`config.mk`:
```
export PLATFORM = sky130hd
export DESIGN_NAME = layer_compositor_blend
export DESIGN_NICKNAME = d
export VERILOG_FILES = /design/src/lcb_pkg.sv /design/src/layer_compositor_blend.sv
export SDC_FILE = /design/constraint.sdc
export NUM_CORES = 1
export LEC_CHECK = 0
export ABC_AREA = 1
export CAP_MARGIN = 20
export CORE_ASPECT_RATIO = 0.6
export CORE_UTILIZATION = 45
export CTS_BUF_LIST = sky130_fd_sc_hd__clkbuf_4 sky130_fd_sc_hd__clkbuf_8 sky130_fd_sc_hd__clkbuf_16
export CTS_CLUSTER_DIAMETER = 100
export DETAILED_ROUTE_END_ITERATION = 8
export DONT_BUFFER_PORTS = 1
export GPL_TIMING_DRIVEN = 0
export SETUP_SLACK_MARGIN = 0.15
export SLEW_MARGIN = 20
export SYNTH_ARGS = -nofsm -noshare
export SYNTH_HDL_FRONTEND = slang
export SYNTH_SLANG_ARGS = --single-unit
```
`constraint.sdc`:
```
create_clock -name i_clk -period 19.59 [get_ports i_clk]
set_input_delay 0.9795 -clock i_clk [delete_from_list [all_inputs] [get_ports i_clk]]
set_output_delay 0.9795 -clock i_clk [all_outputs]
set_load 0.05 [all_outputs]
```
`src/lcb_pkg.sv`:
```
// ---------------------------------------------------------------------------
// lcb_pkg
// Shared constants and helpers for the layer compositor blend block.
// ---------------------------------------------------------------------------
package lcb_pkg;

    localparam int IN_W  = 104;
    localparam int OUT_W = 24;
    localparam int CFG_IDX_W = 3;
    localparam int CFG_W = 32;

    // register indexes
    localparam logic [CFG_IDX_W-1:0] REG_DISPCNT = 3'd0;
    localparam logic [CFG_IDX_W-1:0] REG_BGPRIO  = 3'd1;
    localparam logic [CFG_IDX_W-1:0] REG_WIN0    = 3'd2;
    localparam logic [CFG_IDX_W-1:0] REG_WIN1    = 3'd3;
    localparam logic [CFG_IDX_W-1:0] REG_WINEN   = 3'd4;
    localparam logic [CFG_IDX_W-1:0] REG_BLDCNT  = 3'd5;
    localparam logic [CFG_IDX_W-1:0] REG_BLDWT   = 3'd6;
    localparam logic [CFG_IDX_W-1:0] REG_BACKDROP = 3'd7;

    // layer codes
    localparam logic [2:0] LAYER_SPRITE   = 3'd4;
    localparam logic [2:0] LAYER_BACKDROP = 3'd5;

    // effect / action codes
    localparam logic [1:0] FX_NONE    = 2'd0;
    localparam logic [1:0] FX_ALPHA   = 2'd1;
    localparam logic [1:0] FX_BRIGHT  = 2'd2;
    localparam logic [1:0] FX_DARK    = 2'd3;

    // horizontal or vertical span test; inverted edges wrap
    function automatic logic span_hit(input logic [7:0] lo, input logic [7:0] hi,
                                      input logic [7:0] p);
        if (lo <= hi) return (p >= lo) && (p < hi);
        return (p >= lo) || (p < hi);
    endfunction

    function automatic logic [4:0] cap16(input logic [4:0] v);
        return (v > 5'd16) ? 5'd16 : v;
    endfunction

endpackage

```
`src/layer_compositor_blend.sv`:
```
// ---------------------------------------------------------------------------
// layer_compositor_blend
// Window select, layer sort and color effects for one pixel per cycle while the receiver does not stall.
// ---------------------------------------------------------------------------
// Usage:
//  Slave stream carries one pixel per beat; tdata from the lowest bit:
//  line, column, bg0..bg3 pixels, sprite pixel, sprite priority, semi
//  transparent flag, object window flag (zero filled to 104 bits).
//  Master stream returns color and top layer per beat.
//  Config writes (i_cfg_we/i_cfg_idx/i_cfg_data) are taken at any edge
//  with the enable high and must happen while the pipe is empty.
//  Four register stages: window select, layer sort, per-channel products,
//  sum/round/clamp. The accepting edge loads stage one; the beat then moves
//  through stages two, three and four before m_axis_tvalid rises. Throughput
//  is one pixel per cycle while the receiver does not stall, as every stage takes a new beat each cycle.
//  When the receiver stalls, full stages hold and empty stages ahead of
//  them still fill; s_axis_tready falls only when all four stages are full
//  and the output beat is not taken, so nothing is lost.
//  Reset clears valid bits and all config registers to zero.
// ---------------------------------------------------------------------------
module layer_compositor_blend (
    input  logic                          i_clk,
    input  logic                          i_rst_n,
    input  logic                          i_cfg_we,
    input  logic [lcb_pkg::CFG_IDX_W-1:0] i_cfg_idx,
    input  logic [lcb_pkg::CFG_W-1:0]     i_cfg_data,
    input  logic                          s_axis_tvalid,
    output logic                          s_axis_tready,
    // tdata: line, column, bg0..bg3, sprite pixel, sprite prio, semi, objwin
    input  logic [lcb_pkg::IN_W-1:0]      s_axis_tdata,
    output logic                          m_axis_tvalid,
    input  logic                          m_axis_tready,
    // tdata: color[14:0], top_layer[17:15], zero fill
    output logic [lcb_pkg::OUT_W-1:0]     m_axis_tdata
);
    import lcb_pkg::*;

    // config registers
    logic [15:0] r_dispcnt;
    logic [7:0]  r_bgprio;
    logic [31:0] r_win0, r_win1, r_winen;
    logic [13:0] r_bldcnt;
    logic [14:0] r_bldwt, r_backdrop;

    always_ff @(posedge i_clk) begin
        if (!i_rst_n) begin
            r_dispcnt <= '0; r_bgprio <= '0; r_win0 <= '0; r_win1 <= '0;
            r_winen <= '0; r_bldcnt <= '0; r_bldwt <= '0; r_backdrop <= '0;
        end else if (i_cfg_we) begin
            unique case (i_cfg_idx)
                REG_DISPCNT:  r_dispcnt  <= i_cfg_data[15:0];
                REG_BGPRIO:   r_bgprio   <= i_cfg_data[7:0];
                REG_WIN0:     r_win0     <= i_cfg_data;
                REG_WIN1:     r_win1     <= i_cfg_data;
                REG_WINEN:    r_winen    <= i_cfg_data;
                REG_BLDCNT:   r_bldcnt   <= i_cfg_data[13:0];
                REG_BLDWT:    r_bldwt    <= i_cfg_data[14:0];
                REG_BACKDROP: r_backdrop <= i_cfg_data[14:0];
                default: ;
            endcase
        end
    end

    // pipeline enables: a stage moves when the next can take it
    logic r_v1, r_v2, r_v3, r_v4;
    logic en1, en2, en3, en4;
    assign en4 = !r_v4 || m_axis_tready;
    assign en3 = !r_v3 || en4;
    assign en2 = !r_v2 || en3;
    assign en1 = !r_v1 || en2;
    assign s_axis_tready = en1;

    always_ff @(posedge i_clk) begin
        if (!i_rst_n) begin
            r_v1 <= 1'b0; r_v2 <= 1'b0; r_v3 <= 1'b0; r_v4 <= 1'b0;
        end else begin
            if (en1) r_v1 <= s_axis_tvalid;
            if (en2) r_v2 <= r_v1;
            if (en3) r_v3 <= r_v2;
            if (en4) r_v4 <= r_v3;
        end
    end

    // input unpack
    logic [7:0]  in_y, in_x;
    logic [15:0] in_px [5];
    assign in_y = s_axis_tdata[7:0];
    assign in_x = s_axis_tdata[15:8];
    for (genvar g = 0; g < 5; g++) begin : g_px
        assign in_px[g] = s_axis_tdata[16+16*g +: 16];
    end

    // stage 1: window mask
    logic [5:0] n_wm;
    always_comb begin
        logic [2:0] wins;
        wins = r_dispcnt[15:13];
        if (wins == 3'd0) n_wm = 6'h3F;
        else if (wins[0] && span_hit(r_win0[7:0], r_win0[15:8], in_x)
                 && span_hit(r_win0[23:16], r_win0[31:24], in_y))
            n_wm = r_winen[5:0];
        else if (wins[1] && span_hit(r_win1[7:0], r_win1[15:8], in_x)
                 && span_hit(r_win1[23:16], r_win1[31:24], in_y))
            n_wm = r_winen[13:8];
        else if (wins[2] && s_axis_tdata[99]) n_wm = r_winen[29:24];
        else n_wm = r_winen[21:16];
    end

    logic [5:0]  r1_wm;
    logic [15:0] r1_px [5];
    logic [1:0]  r1_sprio;
    logic        r1_semi;
    always_ff @(posedge i_clk) begin
        if (en1) begin
            r1_wm <= n_wm;
            for (int k = 0; k < 5; k++) r1_px[k] <= in_px[k];
            r1_sprio <= s_axis_tdata[97:96];
            r1_semi  <= s_axis_tdata[98];
        end
    end

    // stage 2: sort to top and low, pick action
    logic [2:0]  n_top, n_low;
    logic [1:0]  n_act;
    logic [14:0] n_ca, n_cb;
    always_comb begin
        logic [4:0] vis;
        logic [1:0] prio [5];
        logic [2:0] mode;
        logic [1:0] cnt;
        logic partner;
        logic isfirst;
        mode = r_dispcnt[2:0];
        vis[0] = r_dispcnt[8] && (mode < 3'd2);
        vis[1] = r_dispcnt[9] && (mode < 3'd2);
        vis[2] = r_dispcnt[10];
        vis[3] = r_dispcnt[11] && (mode == 3'd0 || mode == 3'd2);
        vis[4] = r_dispcnt[12];
        for (int k = 0; k < 5; k++) vis[k] = vis[k] && r1_wm[k] && r1_px[k][15];
        for (int k = 0; k < 4; k++) prio[k] = r_bgprio[2*k +: 2];
        prio[4] = r1_sprio;
        n_top = LAYER_BACKDROP;
        n_low = LAYER_BACKDROP;
        cnt = 2'd0;
        // scan priority levels, sprite first then bg by index
        for (int p = 0; p < 4; p++) begin
            for (int j = 0; j < 5; j++) begin
                int k;
                k = (j == 0) ? 4 : j - 1;
                if (vis[k] && prio[k] == p[1:0]) begin
                    if (cnt == 2'd0) n_top = 3'(k);
                    else if (cnt == 2'd1) n_low = 3'(k);
                    if (cnt != 2'd2) cnt = cnt + 2'd1;
                end
            end
        end
        n_ca = (n_top == LAYER_BACKDROP) ? r_backdrop : r1_px[n_top][14:0];
        n_cb = (n_low == LAYER_BACKDROP) ? r_backdrop : r1_px[n_low][14:0];
        isfirst = r_bldcnt[n_top];
        partner = (n_top != LAYER_BACKDROP) && r_bldcnt[8 + n_low];
        n_act = FX_NONE;
        if (r1_wm[5]) begin
            if (n_top == LAYER_SPRITE && r1_semi && partner) n_act = FX_ALPHA;
            else if (isfirst) begin
                if (r_bldcnt[7:6] == FX_ALPHA) begin
                    if (partner && !(n_top == LAYER_SPRITE && r1_semi))
                        n_act = FX_ALPHA;
                end else n_act = r_bldcnt[7:6];
            end
        end
    end

    logic [2:0]  r2_top;
    logic [1:0]  r2_act;
    logic [14:0] r2_ca, r2_cb;
    always_ff @(posedge i_clk) begin
        if (en2) begin
            r2_top <= n_top; r2_act <= n_act; r2_ca <= n_ca; r2_cb <= n_cb;
        end
    end

    // stage 3: per-channel products
    logic [9:0] n_pa [3], n_pb [3];
    always_comb begin
        logic [4:0] wa, wb, f, a, b;
        wa = cap16(r_bldwt[4:0]);
        wb = cap16(r_bldwt[9:5]);
        f  = cap16(r_bldwt[14:10]);
        for (int k = 0; k < 3; k++) begin
            a = r2_ca[5*k +: 5];
            b = r2_cb[5*k +: 5];
            unique case (r2_act)
                FX_ALPHA:  begin n_pa[k] = a * wa; n_pb[k] = b * wb; end
                FX_BRIGHT: begin n_pa[k] = (5'd31 - a) * f; n_pb[k] = '0; end
                FX_DARK:   begin n_pa[k] = a * f; n_pb[k] = '0; end
                default:   begin n_pa[k] = '0; n_pb[k] = '0; end
            endcase
        end
    end

    logic [2:0]  r3_top;
    logic [1:0]  r3_act;
    logic [14:0] r3_ca;
    logic [9:0]  r3_pa [3], r3_pb [3];
    always_ff @(posedge i_clk) begin
        if (en3) begin
            r3_top <= r2_top; r3_act <= r2_act; r3_ca <= r2_ca;
            r3_pa <= n_pa; r3_pb <= n_pb;
        end
    end

    // stage 4: round, clamp and pack
    logic [14:0] n_col;
    always_comb begin
        logic [10:0] s;
        logic [4:0]  a;
        n_col = r3_ca;
        for (int k = 0; k < 3; k++) begin
            a = r3_ca[5*k +: 5];
            unique case (r3_act)
                FX_ALPHA: begin
                    s = ({1'b0, r3_pa[k]} + {1'b0, r3_pb[k]} + 11'd8) >> 4;
                    n_col[5*k +: 5] = (s > 11'd31) ? 5'd31 : s[4:0];
                end
                FX_BRIGHT: begin
                    s = ({1'b0, r3_pa[k]} + 11'd8) >> 4;
                    n_col[5*k +: 5] = a + s[4:0];
                end
                FX_DARK: begin
                    s = ({1'b0, r3_pa[k]} + 11'd7) >> 4;
                    n_col[5*k +: 5] = a - s[4:0];
                end
                default: s = '0;
            endcase
        end
    end

    logic [14:0] r4_col;
    logic [2:0]  r4_top;
    always_ff @(posedge i_clk) begin
        if (en4) begin
            r4_col <= n_col; r4_top <= r3_top;
        end
    end

    assign m_axis_tvalid = r_v4;
    assign m_axis_tdata  = {6'd0, r4_top, r4_col};

endmodule

```
* After elaboration in Yosys (flattened, before gate mapping)
Memory sizes are Yosys's and may differ from the RTL's.
Index checks and enable logic that the tools add are counted.
** Word-level totals
- Register bits after elaboration :: 308
- RAM bits :: 80
- Bits of input ports :: 144
- Output and inout bits :: 26
- Logic and storage cells :: 458
- Memories kept :: 1
** Cells by class
- $add $sub $neg :: 40
- $mul :: 12
- Magnitude comparators :: 21
- Equality and inequality tests :: 71
- Multiplexer cells :: 184
- Bitwise operators :: 2
- Reduce and logical (&&, ||, !) cells :: 96
** Memories
- r1_px :: words 5, bits a word 16, read ports 7, clocked after memory_dff 0, wr ports 5, line layer_compositor_blend.sv:110 : logic [15:0] r1_px [5];
** Operators by type and width (number)
- two-way mux 3 bit :: 95
- multiplier 5 x 5 -> 10 bit :: 9
- one-hot mux 10 bit (3 select lines) :: 3
- two-way mux 2 bit :: 37
- equality test 2 x 1 -> 1 bit, second input constant :: 27
- logical NOT 2 bit :: 24
- logical AND 1 bit :: 46
- one-hot mux 5 bit (3 select lines) :: 3
- adder 2 x 1 -> 2 bit, second input constant :: 18
- inequality test 2 bit, second input constant :: 18
- adder 10 x 10 -> 11 bit :: 3
- adder 11 x 4 -> 11 bit, second input constant :: 3
- two-way mux 1 bit :: 33
- >= comparator 8 bit :: 4
- <= comparator 8 bit :: 4
- < comparator 8 bit :: 4
- multiplier 6 x 6 -> 10 bit :: 3
- two-way mux 15 bit :: 2
- two-way mux 5 bit :: 6
- equality test 2 bit, second input constant :: 14
- adder 9 x 3 -> 9 bit, second input constant :: 3
- adder 9 x 4 -> 9 bit, second input constant :: 3
- equality test 3 bit, second input constant :: 7
- greater-than comparator 7 x 5 -> 1 bit, second input constant :: 3
- 20 further kinds :: 54

* Longest topological paths before layout
Gate-level depths: netlist (run 1).
- Depth after elaboration :: 71
- Gate-level depth with buffers :: 81
- Gate-level depth less buffers :: 80

* Worst setup path before layout (run 1)
Ideal clock, no wire load.
- Kind :: reg2reg
- Start point :: register r_dispcnt[1]
- End point :: register r2_ca[8], data pin
- Setup time :: 0.253 ns
- Arrival :: 11.237 ns
- Data required time :: 19.337 ns
- Setup slack :: 8.100 ns
- Cell stages (with the launch flop) :: 75
- Path buffers :: 1
- Clock period less this slack :: 11.490 ns
- Cell sequence :: dfxtp_1 > nor2_4 > nand4_2 > nor3_1 > inv_1 > ha_1 > inv_1 > nand4_1 > nand2_1 > inv_1 > ha_1 > inv_1 > nand2_1 > nand2_1 > inv_1 > ha_1 > nand2_1 > nand2_1 > [... 39 more ...] > ha_1 > nand2_1 > nand2_1 > ha_1 > or2_2 > nand2_2 > inv_1 > ha_1 > nor2_1 > nor2_1 > nand4_4 > nand3_2 > inv_2 > buf_4 > a22oi_1 > nand3_1 > nand3_1 > nand2_1
** Between the ends
- Cells in the longest elaborated chain, start to end :: 62
- Elaborated cells between the ends (all ways) :: 152
- Classes of those cells :: 17 x add/sub; 1 x order compare; 19 x eq/ne; 73 x mux; 41 x reduce/logical; 1 x memory
** RTL lines
- from (decl) :: line layer_compositor_blend.sv:39 : logic [15:0] r_dispcnt;
- from (signal assigned) :: line layer_compositor_blend.sv:51 : REG_DISPCNT: r_dispcnt <= i_cfg_data[15:0];
- < comparator 3 x 2 -> 1 bit :: line layer_compositor_blend.sv:134, layer_compositor_blend.sv:135
- logical AND 1 bit :: line layer_compositor_blend.sv:134 : vis[0] = r_dispcnt[8] && (mode < 3'd2);
- logical AND 1 bit (2 in series) :: line layer_compositor_blend.sv:139 : for (int k = 0; k < 5; k++) vis[k] = vis[k] && r1_wm[k] && r1_px[k][15];
- logical AND 1 bit :: line layer_compositor_blend.sv:150 : if (vis[k] && prio[k] == p[1:0]) begin
- two-way mux 2 bit :: line layer_compositor_blend.sv:150
- adder 2 x 1 -> 2 bit / inequality test 2 bit (equally long branches) :: line layer_compositor_blend.sv:153 : if (cnt != 2'd2) cnt = cnt + 2'd1;
- two-way mux 2 bit :: line layer_compositor_blend.sv:153
- two-way mux 2 bit :: line layer_compositor_blend.sv:150
- [... 46 more ...]
- two-way mux 2 bit :: line layer_compositor_blend.sv:153
- two-way mux 2 bit :: line layer_compositor_blend.sv:150
- logical NOT 2 bit :: line layer_compositor_blend.sv:151 : if (cnt == 2'd0) n_top = 3'(k);
- two-way mux 3 bit :: line layer_compositor_blend.sv:151
- two-way mux 3 bit (*) :: line layer_compositor_blend.sv:150
- memory read (5 x 16 bit) / equality test 3 bit (equally long branches)
- two-way mux 15 bit (*) :: line layer_compositor_blend.sv:157 : n_ca = (n_top == LAYER_BACKDROP) ? r_backdrop : r1_px[n_top][14:0];
- named net n_ca[8] :: line layer_compositor_blend.sv:125 : logic [14:0] n_ca, n_cb;
- to (signal assigned) :: line layer_compositor_blend.sv:178 : r2_top <= n_top; r2_act <= n_act; r2_ca <= n_ca; r2_cb <= n_cb;
- to (decl) :: line layer_compositor_blend.sv:175 : logic [14:0] r2_ca, r2_cb;
The timed path passes the listed nets; every way through them passes the cells marked *.
A chain may end at the register's enable or synchronous reset.

* Worst setup path in the final report (run 1)
- Start point :: register r_dispcnt[2]
- End point :: register r2_ca[6], data pin
The elaborated chain is that of the path after synthesis.

==> results of run 1 <==
==> per-layer routing <==
| layer | wire length (µm) | vias up |
|---|---|---|
| met5 | 21 | - |
| met4 | 1420 | 4 |
| met3 | 10000 | 98 |
| met2 | 33000 | 983 |
| met1 | 47000 | 11500 |
| li1 | - | 12300 |
==> cell families after synthesis <==
kind of cell | Yosys count | synth area share
AOI/OAI and AO/OA | 744 | 0.138
xor gates and xnor gates | 51 | 0.0148
adders and majority gates | 543 | 0.253
buffers and inverters | 768 | 0.0976
DFF | 377 | 0.323
other | 1 | 0.000124
and+or+nand+nor | 1232 | 0.174
==> how the worst min path moves through the flow <==
stage	endpoint	cells after the start
finish	r4_top[1]$_DFFE_PP_	0
global route	r3_top[2]$_DFFE_PP_	0
CTS	r3_top[2]$_DFFE_PP_	0
detailed placement	r3_top[2]$_DFFE_PP_	0
global placement	r3_top[2]$_DFFE_PP_	0
floorplan	r3_top[0]$_DFFE_PP_	0
==> placed cells by master (no fill, tap or decap), types with 25 or more instances in the layout <==
| cell | count |
|---|---|
| inv_1 | 624 |
| nand2_1 | 516 |
| nor2_1 | 489 |
| ha_1 | 429 |
| a21oi_1 | 271 |
| o21ai_0 | 256 |
| edfxtp_1 | 222 |
| dfxtp_1 | 155 |
| fa_1 | 114 |
| nand3_1 | 97 |
| clkbuf_1 | 86 |
| o21ai_1 | 52 |
| clkbuf_16 | 42 |
| nand3_2 | 32 |
| nor3_1 | 28 |
| o221ai_1 | 26 |
| xor2_1 | 26 |
| o211ai_1 | 25 |
| xnor2_1 | 25 |
==> power by group through the flow <==
stage	logic [mW]	clock network, mW	registers [mW]
final	0.266	0.845	0.936
after CTS	0.261	0.859	0.935
after detailed placement	0.258	0	0.952
after floorplan	0.185	0	0.931
after global routing	0.301	0.885	0.939
after global placement	0.257	0	0.952
==> state kept, by name, indices dropped and copies added (netlist names), 2 cells and up <==
register and count:
r3_top 3, r3_pb 30, r1_px 80, r3_pa 30
r1_sprio 2, r_winen 24, r4_col 15, r_win1 32
r_win0 32, r_bgprio 8, r_bldcnt 14, r2_ca 15
r_backdrop 15, r2_act 2, r3_ca 15, r2_cb 15
r_dispcnt 11, r4_top 3, r1_wm 6, r3_act 2
r_bldwt 15, r2_top 3
==> stage by stage <==
step	hold WS, ns	total power [mW]	instances	setup WS [ns]	util
2_1_floorplan	0.400	1.12	3721	8.10	-
3_3_place_gp	0.405	1.21	4621	6.74	0.473
3_5_place_dp	0.410	1.21	4623	6.60	0.474
4_1_cts	0.449	2.05	4696	6.58	0.496
5_1_grt	0.461	2.13	4698	5.55	0.496
6_report	0.443	2.05	4699	6.52	0.496
==> synthesized netlist by cell type (4+ instances only) <==
| cell | number | share of area |
|---|---|---|
| clkbuf_1 | 87 | 0.011 |
| a31oi_1 | 5 | 0.0010 |
| o21ai_1 | 52 | 0.0086 |
| a211oi_1 | 4 | 0.00099 |
| edfxtp_1 | 222 | 0.22 |
| ha_1 | 429 | 0.18 |
| xnor2_1 | 25 | 0.0072 |
| nand3_2 | 32 | 0.011 |
| a22oi_1 | 4 | 0.00099 |
| fa_1 | 114 | 0.075 |
| nand3b_1 | 6 | 0.0015 |
| o221ai_1 | 26 | 0.0075 |
| o31ai_1 | 10 | 0.0025 |
| or2_2 | 21 | 0.0043 |
| o21ai_0 | 256 | 0.042 |
| o2111ai_1 | 4 | 0.0012 |
| buf_4 | 12 | 0.0030 |
| nand3_1 | 97 | 0.016 |
| o211ai_1 | 25 | 0.0062 |
| nand4_1 | 11 | 0.0023 |
| xor2_1 | 26 | 0.0075 |
| inv_2 | 12 | 0.0015 |
| nand2_1 | 517 | 0.064 |
| nor2_1 | 489 | 0.061 |
| dfxtp_1 | 155 | 0.10 |
| nor3_2 | 4 | 0.0013 |
| nor3_1 | 28 | 0.0046 |
| o21bai_1 | 18 | 0.0045 |
| or2_1 | 6 | 0.0012 |
| clkinv_1 | 11 | 0.0014 |
| o21a_1 | 14 | 0.0035 |
| inv_1 | 627 | 0.078 |
| a21boi_0 | 8 | 0.0020 |
| buf_2 | 10 | 0.0017 |
| o311ai_0 | 9 | 0.0026 |
| a21oi_1 | 271 | 0.045 |
| o22ai_1 | 21 | 0.0043 |
| a21o_1 | 14 | 0.0035 |
| buf_1 | 6 | 0.00075 |
| nand2_2 | 6 | 0.0012 |
==> layout make-up <==
class | count | share of cell area
flip-flops and latches | 377 | 0.297
well taps | 900 | 0.0342
clock inverters | 24 | 0.00967
multi-input cells | 2576 | 0.533
clock buffers | 49 | 0.0339
inverters | 650 | 0.0743
diodes | 3 | 0.000228
plain buffers | 118 | 0.0156
repair buffers | 2 | 0.00167
==> worst max-delay path: cells and delay by family (launching register included) <==
kind | cells | cell delay, ns
flops | 1 | 0.34
buf+inv | 13 | 1.29
simple gates | 41 | 6.40
fa+ha+maj | 17 | 4.59
compound gates | 1 | 0.13
==> out/results.md, run 1 <==
| Item | This run |
|---|---|
| Gate count after technology mapping | 3,716 |
| Required time at the worst-slack endpoint | 19.89 ns |
| Tmin final | 13.07 ns |
| Layout Skew | 0.0358 ns |
| Worst reg2reg path startpoint | r_dispcnt[2]$_SDFFE_PN0P_ |
| Maximum number of pins on one net before global-route repair | 59 |
| TritonCTS clock tree | built |
| Clock-pin slew of the registers on the worst-case setup and hold paths | 0.06 ns |
| Post-synthesis register bit count | 377 |
| Yosys warning count | 0 |
| Row Count | 73 |
| R2R Path End | r2_ca[6]$_DFFE_PP_ |
| Worst vdd ir | 0.0755 mV |
| Source of the critical timing path | r_dispcnt[2]$_SDFFE_PN0P_ |
| Max cap viols | 0 |
| Layout filler cell count | 6,477 |
| Most common cell on crit path | nand2_1 |
| Final design instance area without fill | 32,900 µm² |
| Dpl cell area | 31,400 µm² |
| Worst rel slew slack | 0.228 |
| Sort of element at the end of the critical path | flop |
| Vias in the first global route | 23,000 |
| Wire length after detailed routing | 91,500 µm |
| Share of total power in sequential cells | 0.457 |
| Slew Limit Fails | 0 |
| GRT Max-Usage Layer | met1 |
| DRC marker count from the first detailed-route iteration | 2,726 |
| Result of the run | completed |
| Crit start category | flop |
| Post-synthesis instance area | 30,200 µm² |
| Switching part of the total power | 0.284 |
| Measured slew at the worst slew-check pin | 1.15 ns |
| Max Freq | 76.5 MHz |
| Die outline height | 203 µm |
| Slowest stage delay, CP | 0.47 ns |
| Number of distinct library cells after synthesis | 56 |
| Met2 track demand over resource in global routing | 0.346 |
| Hold-fix buffer count after cts | 0 |
| Share of post-route cells with drive strength above 1 | 0.0498 |
| Overall routing resource usage | 0.272 |
| Commonest register cell after synthesis | edfxtp_1 |
| Number of optimization iterations in the first detailed-route pass | 5 |
| Clock Sinks | 377 |
| Total number of vias | 24,800 |
| Post-DP HPWL | 71,200 µm |
| RePlAce Congestion | 0.916 |
| Number of design rule violations left after detail routing | 0 |
| Wire length of the first global-routing pass | 141,000 µm |
| Power density normalized to cell area | 62.3 nW/µm² |
| Final Hold Violating Endpoints | 0 |
| Critical-path cell with the highest stage delay | buf_1 |
| Sequential area share after synthesis | 0.323 |
| Async SR Flop Fraction | 0 |
| Critical-path maximum fanout | 10 |
| Clock network fraction of total power | 0.413 |
| Number of setup buffers added after CTS | 0 |
| Path category of the worst min-delay check | flop to flop |
| Internal power | 1.47 mW |
| Aggregate negative setup slack | 0 ns |
| Longest Clk Path Bufs | 3 |
| Comb pwr share | 0.130 |
| Switching power summed over all nets | 0.581 mW |
| Net count of the finished layout | 4,452 |
| Setup CP Type | flop to flop |
| Horizontal extent of the die | 337 µm |
| Setup repair after global routing missed its margin | no |
| Area of the core | 66,300 µm² |
| Sequential Area | 9770 µm² |
| Number of CTS-inserted buffers | 40 |
| Layout overhead on the synthesized area | 8.78% |
| Starting utilization of the core area | 0.456 |
| Data arrival time of the critical path | 13.37 ns |
| Leakage Power | 15.6 nW |
| Met3 global-route usage | 0.0755 |
| Depth of the worst register-to-register path | 72 |
| Master cell of the clock root buffer | clkbuf_16 |
| Port Buf Inserts | 0 |
| Footprint of the multi-input gates | 17,500 µm² |
| CTS resizes | 0 |
| Final cycle utilization of the critical path | 0.667 |
| Post-synth EDFFs | 222 |
| Setup slack of the worst register-to-register path | 6.52 ns |
| Boundary pin count | 170 |
| Finish-stage setup viols | 0 |
| Global-route met1 utilization | 0.443 |
| Synthesized area per cell | 8.13 µm² |
| Initial antenna violation count | 10 |
| Routed length per instance | 19.5 µm |
| Worst hold start | r3_top[1]$_DFFE_PP_ |
| H-Tree Depth | 2 |
| Last element of the critical path | r2_ca[6]$_DFFE_PP_ |
| Clock insertion delay at the later pin of the skew report | 0.59 ns |
| Post-detailed-route via-to-cell ratio | 5.28 |
| Antenna-violating nets left | 0 |
| Overflow left after global routing | 0 |
| Die Footprint | 68,200 µm² |
(Power assumes the default switching activity.)
==> run 2: changes to the inputs <==
==> constraint.sdc (replaced) <==
create_clock -name i_clk -period 11.6 [get_ports i_clk]
set_input_delay 0.58 -clock i_clk [delete_from_list [all_inputs] [get_ports i_clk]]
set_output_delay 0.58 -clock i_clk [all_outputs]
set_load 0.05 [all_outputs]
==> out/results.md, run 2 (synthesis gave the netlist of run 1 again) <==
| Item | This run | vs previous |
|---|---|---|
| Starting utilization of the core area | 0.456 | unchanged |
| Die Footprint | 68,200 µm² | unchanged |
| R2R Path End | r2_ca[11]$_DFFE_PP_ | was r2_ca[6]$_DFFE_PP_ |
| Tmin final | 11.11 ns | was 13.07 ns |
| Longest Clk Path Bufs | 3 | unchanged |
| Antenna-violating nets left | 0 | unchanged |
| Net count of the finished layout | 4,506 | was 4,452 |
| Clock-pin slew of the registers on the worst-case setup and hold paths | 0.06 ns | about the same |
| Initial antenna violation count | 7 | was 10 |
| Most common cell on crit path | nand2_2 | was nand2_1 |
| Horizontal extent of the die | 337 µm | unchanged |
| Worst hold start | s_axis_tdata[95] | was r3_top[1]$_DFFE_PP_ |
| Footprint of the multi-input gates | 18,100 µm² | was 17,500 µm² |
| Worst rel slew slack | 0.160 | was 0.228 |
| Data arrival time of the critical path | 11.54 ns | was 13.37 ns |
| Hold-fix buffer count after cts | 0 | unchanged |
| Hold Crit Endpoint | r1_px[4][15]$_DFFE_PP_ | was r4_top[1]$_DFFE_PP_ |
| DRC marker count from the first detailed-route iteration | 2,904 | was 2,726 |
| Pwr Total | 3.36 mW | was 2.05 mW |
| Post-DP HPWL | 71,400 µm | was 71,200 µm |
| Cell depth of the worst min-delay path | 0 | unchanged |
| Most common library cell in the layout ignoring fill and taps | inv_1 | unchanged |
| Layout overhead on the synthesized area | 11.7% | was 8.78% |
| Number of CTS-inserted buffers | 40 | unchanged |
| Overflow left after global routing | 0 | unchanged |
| Max cap viols | 0 | unchanged |
| Required time at the worst-slack endpoint | 12.03 ns | was 19.89 ns |
| Row Count | 73 | unchanged |
| Aggregate negative setup slack | 0 ns | unchanged |
| Finish-stage setup viols | 0 | unchanged |
| Registers with the highest flip-flop counts | r1_px x80, r_win0 x32, r_win1 x32 | unchanged |
| Layout Skew | 0.0489 ns | was 0.0358 ns |
| Setup slack of the worst register-to-register path | 0.49 ns | was 6.52 ns |
| Smallest hold slack | 0.0657 ns | was 0.443 ns |
| Port Buf Inserts | 0 | unchanged |
| Sequential Area | 9770 µm² | about the same |
| Area of the core | 66,300 µm² | unchanged |
| Worst reg2reg path startpoint | r_dispcnt[1]$_SDFFE_PN0P_ | was r_dispcnt[2]$_SDFFE_PN0P_ |
| Depth of the worst register-to-register path | 74 | was 72 |
| Slew Limit Fails | 0 | unchanged |
| Final cycle utilization of the critical path | 0.958 | was 0.667 |
| Worst vdd ir | 0.133 mV | was 0.0755 mV |
| Number of flip-flops in the largest register | 80 | unchanged |
| Number of design rule violations left after detail routing | 0 | unchanged |
| Final Hold Violating Endpoints | 0 | unchanged |
| Setup repair after global routing missed its margin | no | unchanged |
| Critical-path maximum fanout | 10 | unchanged |
| Dpl cell area | 31,500 µm² | was 31,400 µm² |
| Crit start category | flop | unchanged |
| Clock Sinks | 377 | unchanged |
| Boundary pin count | 170 | unchanged |
| H-Tree Depth | 2 | unchanged |
| RePlAce Congestion | 0.935 | was 0.916 |
| Result of the run | completed | unchanged |
| Register with the highest flop count | r1_px | unchanged |
| Routed length per instance | 19.6 µm | was 19.5 µm |
| Slowest stage delay, CP | 0.33 ns | was 0.47 ns |
| Post-detailed-route via-to-cell ratio | 5.33 | was 5.28 |
| Maximum number of pins on one net before global-route repair | 44 | was 59 |
| Number of optimization iterations in the first detailed-route pass | 6 | was 5 |
| Path category of the worst min-delay check | primary input to flop | was flop to flop |
| Final design instance area without fill | 33,800 µm² | was 32,900 µm² |
| Leakage Power | 15.9 nW | was 15.6 nW |
| Share of post-route cells with drive strength above 1 | 0.0901 | was 0.0498 |
| Master cell of the clock root buffer | clkbuf_16 | unchanged |
| Max Freq | 90.0 MHz | was 76.5 MHz |
| Power density normalized to cell area | 99.4 nW/µm² | was 62.3 nW/µm² |
| Measured slew at the worst slew-check pin | 1.24 ns | was 1.15 ns |
| TritonCTS clock tree | built | unchanged |
| Critical-path cell with the highest stage delay | dfxtp_2 | was buf_1 |
| Wire length after detailed routing | 93,200 µm | was 91,500 µm |
| Most frequent cells in the layout | 610 x inv_1, 483 x nor2_1, 476 x nand2_1 | was 624 x inv_1, 516 x nand2_1, 489 x nor2_1 |
| Die outline height | 203 µm | unchanged |
| Clock insertion delay at the later pin of the skew report | 0.61 ns | was 0.59 ns |
| Total number of vias | 25,300 | was 24,800 |
| Vias in the first global route | 23,400 | was 23,000 |
| Wire length of the first global-routing pass | 142,000 µm | was 141,000 µm |
| Overall routing resource usage | 0.274 | was 0.272 |
| Sort of element at the end of the critical path | flop | unchanged |
| Setup CP Type | flop to flop | unchanged |
| Layout filler cell count | 6,369 | was 6,477 |
-- run 2: cell count changes in the layout (fill, tap and decap cells not counted), sizes merged --
cell / before / now
inv: 641 / 643
clkinvlp: 0 / 4
buf: 31 / 83
clkinv: 26 / 27
bufinv: 7 / 1
clkbuf: 138 / 139
-- run 2: through the flow --
step           instances   util  setup WS (ns)
6_report            4753  0.509          0.490
5_1_grt             4752  0.509         0.0612
4_1_cts             4722  0.500          0.152
3_5_place_dp        4624  0.474          -1.31
3_3_place_gp        4621  0.473          -1.17
2_1_floorplan       3721      -          0.196
-- run 2: worst max-delay path by stage --
stage                                    start                   to  slack [ns]  cells after the start
floorplan            r_dispcnt[1]$_SDFFE_PN0P_   r2_ca[8]$_DFFE_PP_        0.20                     74
global placement    r_dispcnt[12]$_SDFFE_PN0P_   r2_ca[6]$_DFFE_PP_       -1.17                     71
detailed placement   r_dispcnt[1]$_SDFFE_PN0P_   r2_ca[6]$_DFFE_PP_       -1.31                     72
CTS                  r_dispcnt[2]$_SDFFE_PN0P_   r2_ca[3]$_DFFE_PP_        0.15                     74
global route             r1_sprio[0]$_DFFE_PP_   r2_ca[2]$_DFFE_PP_        0.06                     73
finish               r_dispcnt[1]$_SDFFE_PN0P_  r2_ca[11]$_DFFE_PP_        0.49                     74
-- run 2: timing repair --
item / CTS / global route
setup buffers: 24 / 27
endpoints found under the setup margin: 35 / 35
pin swaps: 27 / 50
gates resized for setup: 66 / 92
cloned: 1 / 1
-- run 2: layout make-up --
| type | instances | share of cell area |
|---|---|---|
| multi-input combinational | 2576 | 0.535 |
| sequential | 377 | 0.289 |
| inverter | 650 | 0.0725 |
| tap | 900 | 0.0333 |
| clock buffer | 48 | 0.0318 |
| buffer | 118 | 0.0167 |
| timing repair buffer | 56 | 0.0152 |
| clock inverter | 25 | 0.00633 |
| antenna | 3 | 0.000222 |
-- run 2: per-layer routing --
layer | routed length, µm | vias up | part of all wire | global-route usage
li1 | - | 12400 | - | -
met1 | 47000 | 11700 | 0.50 | 0.445
met2 | 33700 | 1074 | 0.36 | 0.346
met3 | 11100 | 95 | 0.12 | 0.0807
met4 | 1420 | 2 | 0.015 | 0.0526
met5 | 13 | - | 0.00014 | 0
-- run 2: report_power, final --
part           switching (mW)  internal, mW
registers              0.0956          1.49
logic                   0.320         0.166
clock network           0.595         0.696
total                    1.01          2.35
-- run 2: worst max-delay path: cells and delay by family, from the launching register on --
family                     cells  cell delay (ns)
DFF                            1             0.33
AOI/OAI and AO/OA              3             0.45
buffers and inverters         14             1.07
and+or+nand+nor               40             5.08
adders and majority gates     17             4.00
